`config.mk`:
```
export PLATFORM = sky130hd
export DESIGN_NAME = scc_queue
export DESIGN_NICKNAME = d
export VERILOG_FILES = /design/src/scc_pkg.sv /design/src/scc_queue.sv
export SDC_FILE = /design/constraint.sdc
export NUM_CORES = 1
export LEC_CHECK = 0
export ABC_AREA = 1
export BUFFER_PORTS_ARGS = -buffer_cell sky130_fd_sc_hd__buf_2
export CORE_ASPECT_RATIO = 1.75
export CORE_MARGIN = 3
export CORE_UTILIZATION = 53
export DETAILED_ROUTE_END_ITERATION = 16
export GPL_TIMING_DRIVEN = 0
export PLACE_DENSITY_LB_ADDON = 0.05
export SYNTH_ARGS = -nofsm -noshare
export SYNTH_HDL_FRONTEND = slang
export SYNTH_SLANG_ARGS = --single-unit
```
`constraint.sdc`:
```
create_clock -name clk -period 19.6 [get_ports clk]
set_clock_uncertainty 0.2 [all_clocks]
set_input_delay 0.98 -clock clk [delete_from_list [all_inputs] [get_ports clk]]
set_output_delay 0.98 -clock clk [all_outputs]
set_load 0.01 [all_outputs]
```
`src/scc_pkg.sv`:
```
`timescale 1ns / 1ps
// ---------------------------------------------------------------------------
// scc_pkg: shared types and constants of the simplex circumcenter engine
// Coordinate and intermediate widths, beat structs and register decode.
// ---------------------------------------------------------------------------
package scc_pkg;

  // Vertex coordinates are signed Q7.8.
  localparam int COORD_WIDTH  = 16;
  localparam int CENTER_WIDTH = 32;

  // Exact widths of the intermediate values.
  localparam int DIFF_WIDTH  = COORD_WIDTH + 1;
  localparam int SQ_WIDTH    = 2 * COORD_WIDTH;
  localparam int RHS_WIDTH   = 2 * COORD_WIDTH + 1;
  localparam int PROD_WIDTH  = 2 * DIFF_WIDTH;
  localparam int COF_WIDTH   = 2 * DIFF_WIDTH + 1;
  localparam int DEN_WIDTH   = DIFF_WIDTH + COF_WIDTH + 2;
  localparam int NUM_WIDTH   = RHS_WIDTH + COF_WIDTH + 2;

  // Multiplier digit size and stage count for a cofactor operand.
  localparam int MUL_DIGIT  = 16;
  localparam int MUL_STAGES = (COF_WIDTH + MUL_DIGIT - 1) / MUL_DIGIT;

  // Quotient bits produced by the divider; one more bit flags overflow.
  localparam int QUO_BITS = 33;
  localparam int DIV_LAT  = QUO_BITS + 1;

  // Queue between front and back.
  localparam int QUEUE_DEPTH = 4;
  localparam int CNT_WIDTH   = $clog2(QUEUE_DEPTH + 1);
  localparam int PTR_WIDTH   = $clog2(QUEUE_DEPTH);

  // Configuration decode: register index is paddr[CFG_IDX_BIT].
  localparam int   CFG_ADDR_WIDTH  = 3;
  localparam int   CFG_IDX_BIT     = 2;
  localparam logic REG_THREE_D_IDX = 1'b0;

  typedef logic signed [COORD_WIDTH-1:0]  coord_t;
  typedef logic signed [DIFF_WIDTH-1:0]   diff_t;
  typedef logic signed [SQ_WIDTH-1:0]     sq_t;
  typedef logic signed [RHS_WIDTH-1:0]    rhs_t;
  typedef logic signed [PROD_WIDTH-1:0]   prod_t;
  typedef logic signed [COF_WIDTH-1:0]    cof_t;
  typedef logic signed [CENTER_WIDTH-1:0] center_t;

  // Input beat: one simplex.
  typedef struct packed {
    coord_t v0_x;
    coord_t v0_y;
    coord_t v0_z;
    coord_t v1_x;
    coord_t v1_y;
    coord_t v1_z;
    coord_t v2_x;
    coord_t v2_y;
    coord_t v2_z;
    coord_t v3_x;
    coord_t v3_y;
    coord_t v3_z;
  } scc_in_t;

  // Result beat.
  typedef struct packed {
    center_t center_x;
    center_t center_y;
    center_t center_z;
    logic    degenerate;
  } scc_out_t;

  // Linear system handed from front to back: edge vectors and right sides.
  typedef struct packed {
    logic                three_d;
    diff_t [2:0][2:0]    n;
    rhs_t  [2:0]         rhs;
  } scc_sys_t;

endpackage

```
`src/scc_queue.sv`:
```
`timescale 1ns / 1ps
// ---------------------------------------------------------------------------
// scc_queue: short register queue between front and back
// Holds prepared systems; the back takes the head beat in every cycle that the queue is not empty.
// ---------------------------------------------------------------------------
module scc_queue (
  input  logic                           clk,
  input  logic                           rst,
  input  logic                           push,
  input  scc_pkg::scc_sys_t              sys_in,
  output logic                           valid,
  output scc_pkg::scc_sys_t              sys_out,
  output logic [scc_pkg::CNT_WIDTH-1:0]  count
);
  import scc_pkg::*;

  scc_sys_t              entry [QUEUE_DEPTH];
  logic [PTR_WIDTH-1:0]  wr_ptr;
  logic [PTR_WIDTH-1:0]  rd_ptr;
  logic                  pop;

  assign valid   = count != '0;
  assign pop     = valid;
  assign sys_out = entry[rd_ptr];

  // Pointers and fill count.
  always_ff @(posedge clk) begin
    if (rst) begin
      wr_ptr <= '0;
      rd_ptr <= '0;
      count  <= '0;
    end else begin
      if (push) begin
        wr_ptr <= wr_ptr + 1'b1;
      end
      if (pop) begin
        rd_ptr <= rd_ptr + 1'b1;
      end
      count <= count + CNT_WIDTH'(push) - CNT_WIDTH'(pop);
    end
  end

  // Storage.
  always_ff @(posedge clk) begin
    if (push) begin
      entry[wr_ptr] <= sys_in;
    end
  end

  a_no_overflow: assert property (@(posedge clk) disable iff (rst)
    push |-> count != CNT_WIDTH'(QUEUE_DEPTH))
    else $error("queue written while full");

  a_count_bound: assert property (@(posedge clk) disable iff (rst)
    count <= CNT_WIDTH'(QUEUE_DEPTH))
    else $error("queue count out of range");

endmodule

```
Word level (Yosys, flattened, before mapping)

Memories as Yosys holds them, arrays and structs flattened. A register that Yosys moved wholly into a read port is not among the register bits.
Cells that the tools add are included.

Flip-flop bits (word level): 7
RAM bits: 1012
Bits of input ports: 256
Output and inout bits: 257
Logic and storage cells: 13
Memories kept: 1

Memories:

| memory | depth | bits a word | read ports | clocked after Yosys merged registers in | wr ports | RTL line        | RTL |
|---|---|---|---|---|---|---|---|
| entry  | 4     | 253         | 1          | 1                                       | 1        | scc_queue.sv:17 | `scc_sys_t entry [QUEUE_DEPTH];` |

Add/subtract/negate cells: 4
Mux-type cells: 4
Reductions and logical operators: 1

Operator list:

| cell                                                          | count |
|---|---|
| 2-bit by 1-bit adder with 2-bit output, second input constant | 2 |
| 2-bit two-way mux                                             | 2 |
| 3-bit by 1-bit adder with 3-bit output                        | 1 |
| 3-bit nonzero test                                            | 1 |
| 3-bit by 1-bit subtractor with 3-bit output                   | 1 |
| 1-bit two-way mux                                             | 2 |

Logic depth before layout (Yosys ltp)

Depth after elaboration: 3
Mapped depth: 9
Depth with buffers taken out: 9

Least setup slack after synthesis

No wires, ideal clock.

Path kind: input to register
Start point: input push
End point: memory entry[0][0] (netlist name), enable pin
Setup time: 0.604 ns
Data arrival time: 5.864 ns
Required time: 18.796 ns
Path slack: 12.932 ns
Stages on the path: 2
Buffers on the path: 0
Path through: nand2_1 inv_1

Cells in the longest elaborated chain, start to end: 2

Ends and longest elaborated chain:

| item                                    | RTL line        | RTL |
|---|---|---|
| start: declaration                      | scc_queue.sv:9  | `input logic push,` |
| 1-bit two-way mux                       | scc_queue.sv:45 | `if (push) begin` |
| 1-bit two-way mux (not written as such) | scc_queue.sv:46 | `entry[wr_ptr] <= sys_in;` |
| end: declaration                        | scc_queue.sv:17 |  |

No other way between the ends.

==> results.sh <==
export IMPL_synth_cells=3013
export IMPL_worst_pin_slew_ns=0.887
export IMPL_drt_iter0_markers=1639
export IMPL_cts_setup_buffers=0
export IMPL_drt_total_wl_um=107000
export IMPL_max_freq_mhz=268
export IMPL_nFillCells=5898
export IMPL_clock_path_buffers=3
export IMPL_min_delay_start="sys_in[114]"
export IMPL_layout_drive_gt1_share=0.280
export IMPL_viasPerCell=5.37
export IMPL_cts_resized=0
export IMPL_criticalPathCategory="flop to output port"
export IMPL_grt_pass1_wl_um=159000
export IMPL_end_kind="output port"
export IMPL_grt_max_degree=103
export IMPL_coreArea_um2=77500
export IMPL_drv_slew=0
export IMPL_status="completed"
export IMPL_cp_arrival_ns=2.56
export IMPL_fp_dieW_um=218
export IMPL_cts_tree="built"
export IMPL_synth_seq_cells=1021
export IMPL_grt_usage=0.259
export IMPL_p_leak_nw=18.8
export IMPL_ctsHoldBuffers=0
export IMPL_ys_seq_area_frac=0.736
export IMPL_final_nets=3887
export IMPL_synth_fp_nets=3276
export IMPL_multi_input_area_um2=7780
export IMPL_grt_antenna_before_repair=44
export IMPL_setup_viol=0
export IMPL_grt_pass1_vias=25693
export IMPL_powerDensity_nw_per_um2=135
export IMPL_start_kind="flop"
export IMPL_dr_pass1_iters=7
export IMPL_ys_types=18
export IMPL_avgSynthCellArea_um2=13.8
export IMPL_route_antenna_remaining_nets=0
export IMPL_cts_htree_levels=3
export IMPL_setup_tns_ns=0
export IMPL_max_vdd_ir_drop_mv=0.0951
export IMPL_post_route_period_util=0.191
export IMPL_final_util=0.625
export IMPL_crit_fanout=10
export IMPL_start_util=0.535
export IMPL_hp_class="input port to flop"
export IMPL_slew_headroom=0.408
export IMPL_clk_pin_slew_ns=0.07
export IMPL_seqCellArea_um2=30600
export IMPL_drv_cap=0
export IMPL_cts_root_buf="clkbuf_16"
export IMPL_clk_latency_ns=0.66
export IMPL_synth_warning_count=0
export IMPL_rsz0062_at_grt="no"
export IMPL_place_hpwl_um=71600
export IMPL_ioPinCount=513
export IMPL_holdWs_ns=0.319
export IMPL_place_congestion=0.816
export IMPL_total_power_w=0.00655
export IMPL_period_needed_ns=3.74
export IMPL_route_detailed_drc=0
export IMPL_syn_to_final_growth_pct=16.7
export IMPL_r2r_start="wr_ptr[0]"
export IMPL_dr_total_vias=25461
export IMPL_cts_sinks=1021
export IMPL_dieArea_um2=81900
export IMPL_numPortBuffers=512
export IMPL_worst_ep_required_time_ns=18.42
export IMPL_numCtsBuffers=88
export IMPL_fp_dieH_um=376
export IMPL_hold_violations=0
export IMPL_num_rows=135
export IMPL_instances_no_fill=4741
export IMPL_wl_per_cell_um=22.6
export IMPL_syn_area_um2=41500
export IMPL_globalRoute_totalOverflow=0
export IMPL_dp_cells=4561
==> cell usage after synthesis (all sizes together) <==
master	instances	area, um^2
buf	154	1150
edfxtp	1012	30400
a21oi	259	1300
ha	6	75.1
o21ai	255	1280
dfxtp	9	180
inv	523	1960
clkbuf	15	56.3
nor2	4	15.0
nand3	3	15.0
nand2	519	1950
fa	1	20.0
o211ai	253	3140
==> layout by cell type (no fill, tap or decap) <==
cell	count
edfxtp_1	1012
buf_2	576
nand2_1	519
inv_1	519
a21oi_1	259
o21ai_0	252
o211ai_2	247
clkbuf_16	91
buf_6	48
clkbuf_1	40
buf_4	34
diode_2	21
clkinv_1	19
clkinv_2	13
dfxtp_1	9
buf_16	9
buf_1	8
bufinv_16	7
o211ai_1	6
ha_1	6
inv_8	4
nor2_1	4
o21ai_1	3
nand3_1	3
inv_6	3
fa_1	1
clkinvlp_4	1
==> per-stage QoR <==
stage / worst slack, ns / cell area (um^2)
final: 15.86 / 48400
after global routing: 15.76 / 48400
after CTS: 15.80 / 48400
after global placement: 8.28 / 45400
after floorplan: 12.93 / 41500
after detailed placement: 16.41 / 45600
==> critical path: stages, from the launching register on <==
cell,delay [ns]
dfxtp_1,0.39
buf_2,0.31
buf_2,0.42
buf_2,0.33
a21oi_1,0.08
o21ai_0,0.09
nand2_1,0.11
buf_2,0.17
==> kinds of logic after synthesis <==
group	Yosys count	share of synthesized area
DFF	1021	0.736
AOI/OAI and AO/OA	767	0.137
buffers and inverters	692	0.0762
and+or+nand+nor	526	0.0476
adders and majority gates	7	0.00229
==> metal layers <==
metal | vias to the layer above | wire length, um | GRT usage
met5 | - | 234 | 0
met2 | 805 | 53300 | 0.433
met3 | 183 | 9940 | 0.0845
met1 | 12654 | 41100 | 0.320
li1 | 11785 | - | -
met4 | 34 | 2820 | 0.0850
==> registers in the layout (all words and copies together), names as in the netlist, named ones only <==
| register | count |
|---|---|
| count | 3 |
| wr_ptr | 2 |
| entry | 1012 |
| rd_ptr | 2 |
==> area by class of cell <==
cell class                 instances  area share
sequential                      1021       0.631
multi-input combinational       1300       0.161
timing repair buffer             521      0.0580
clock buffer                     116      0.0489
inverter                         523      0.0411
tap                             1027      0.0265
buffer                           169      0.0248
clock inverter                    43     0.00785
antenna                           21     0.00108
==> final timing paths <==
kind / endpoint / slack [ns] / cells past startpoint
setup / recovery: sys_out[157] / 15.86 / 7
hold / removal: entry[0][114] / 0.32 / 1
setup reg to reg: entry[2][164] / 17.06 / 6
hold reg to reg: wr_ptr[1] / 0.35 / 2
==> power breakdown <==
part / leakage (nW) / internal (W) / total, W / switching, W
clock network: 1.34 / 0.000943 / 0.00170 / 0.000757
registers: 9.37 / 0.00250 / 0.00253 / 0.0000258
logic: 8.04 / 0.000762 / 0.00232 / 0.00156
(Power assumes the default switching activity.)
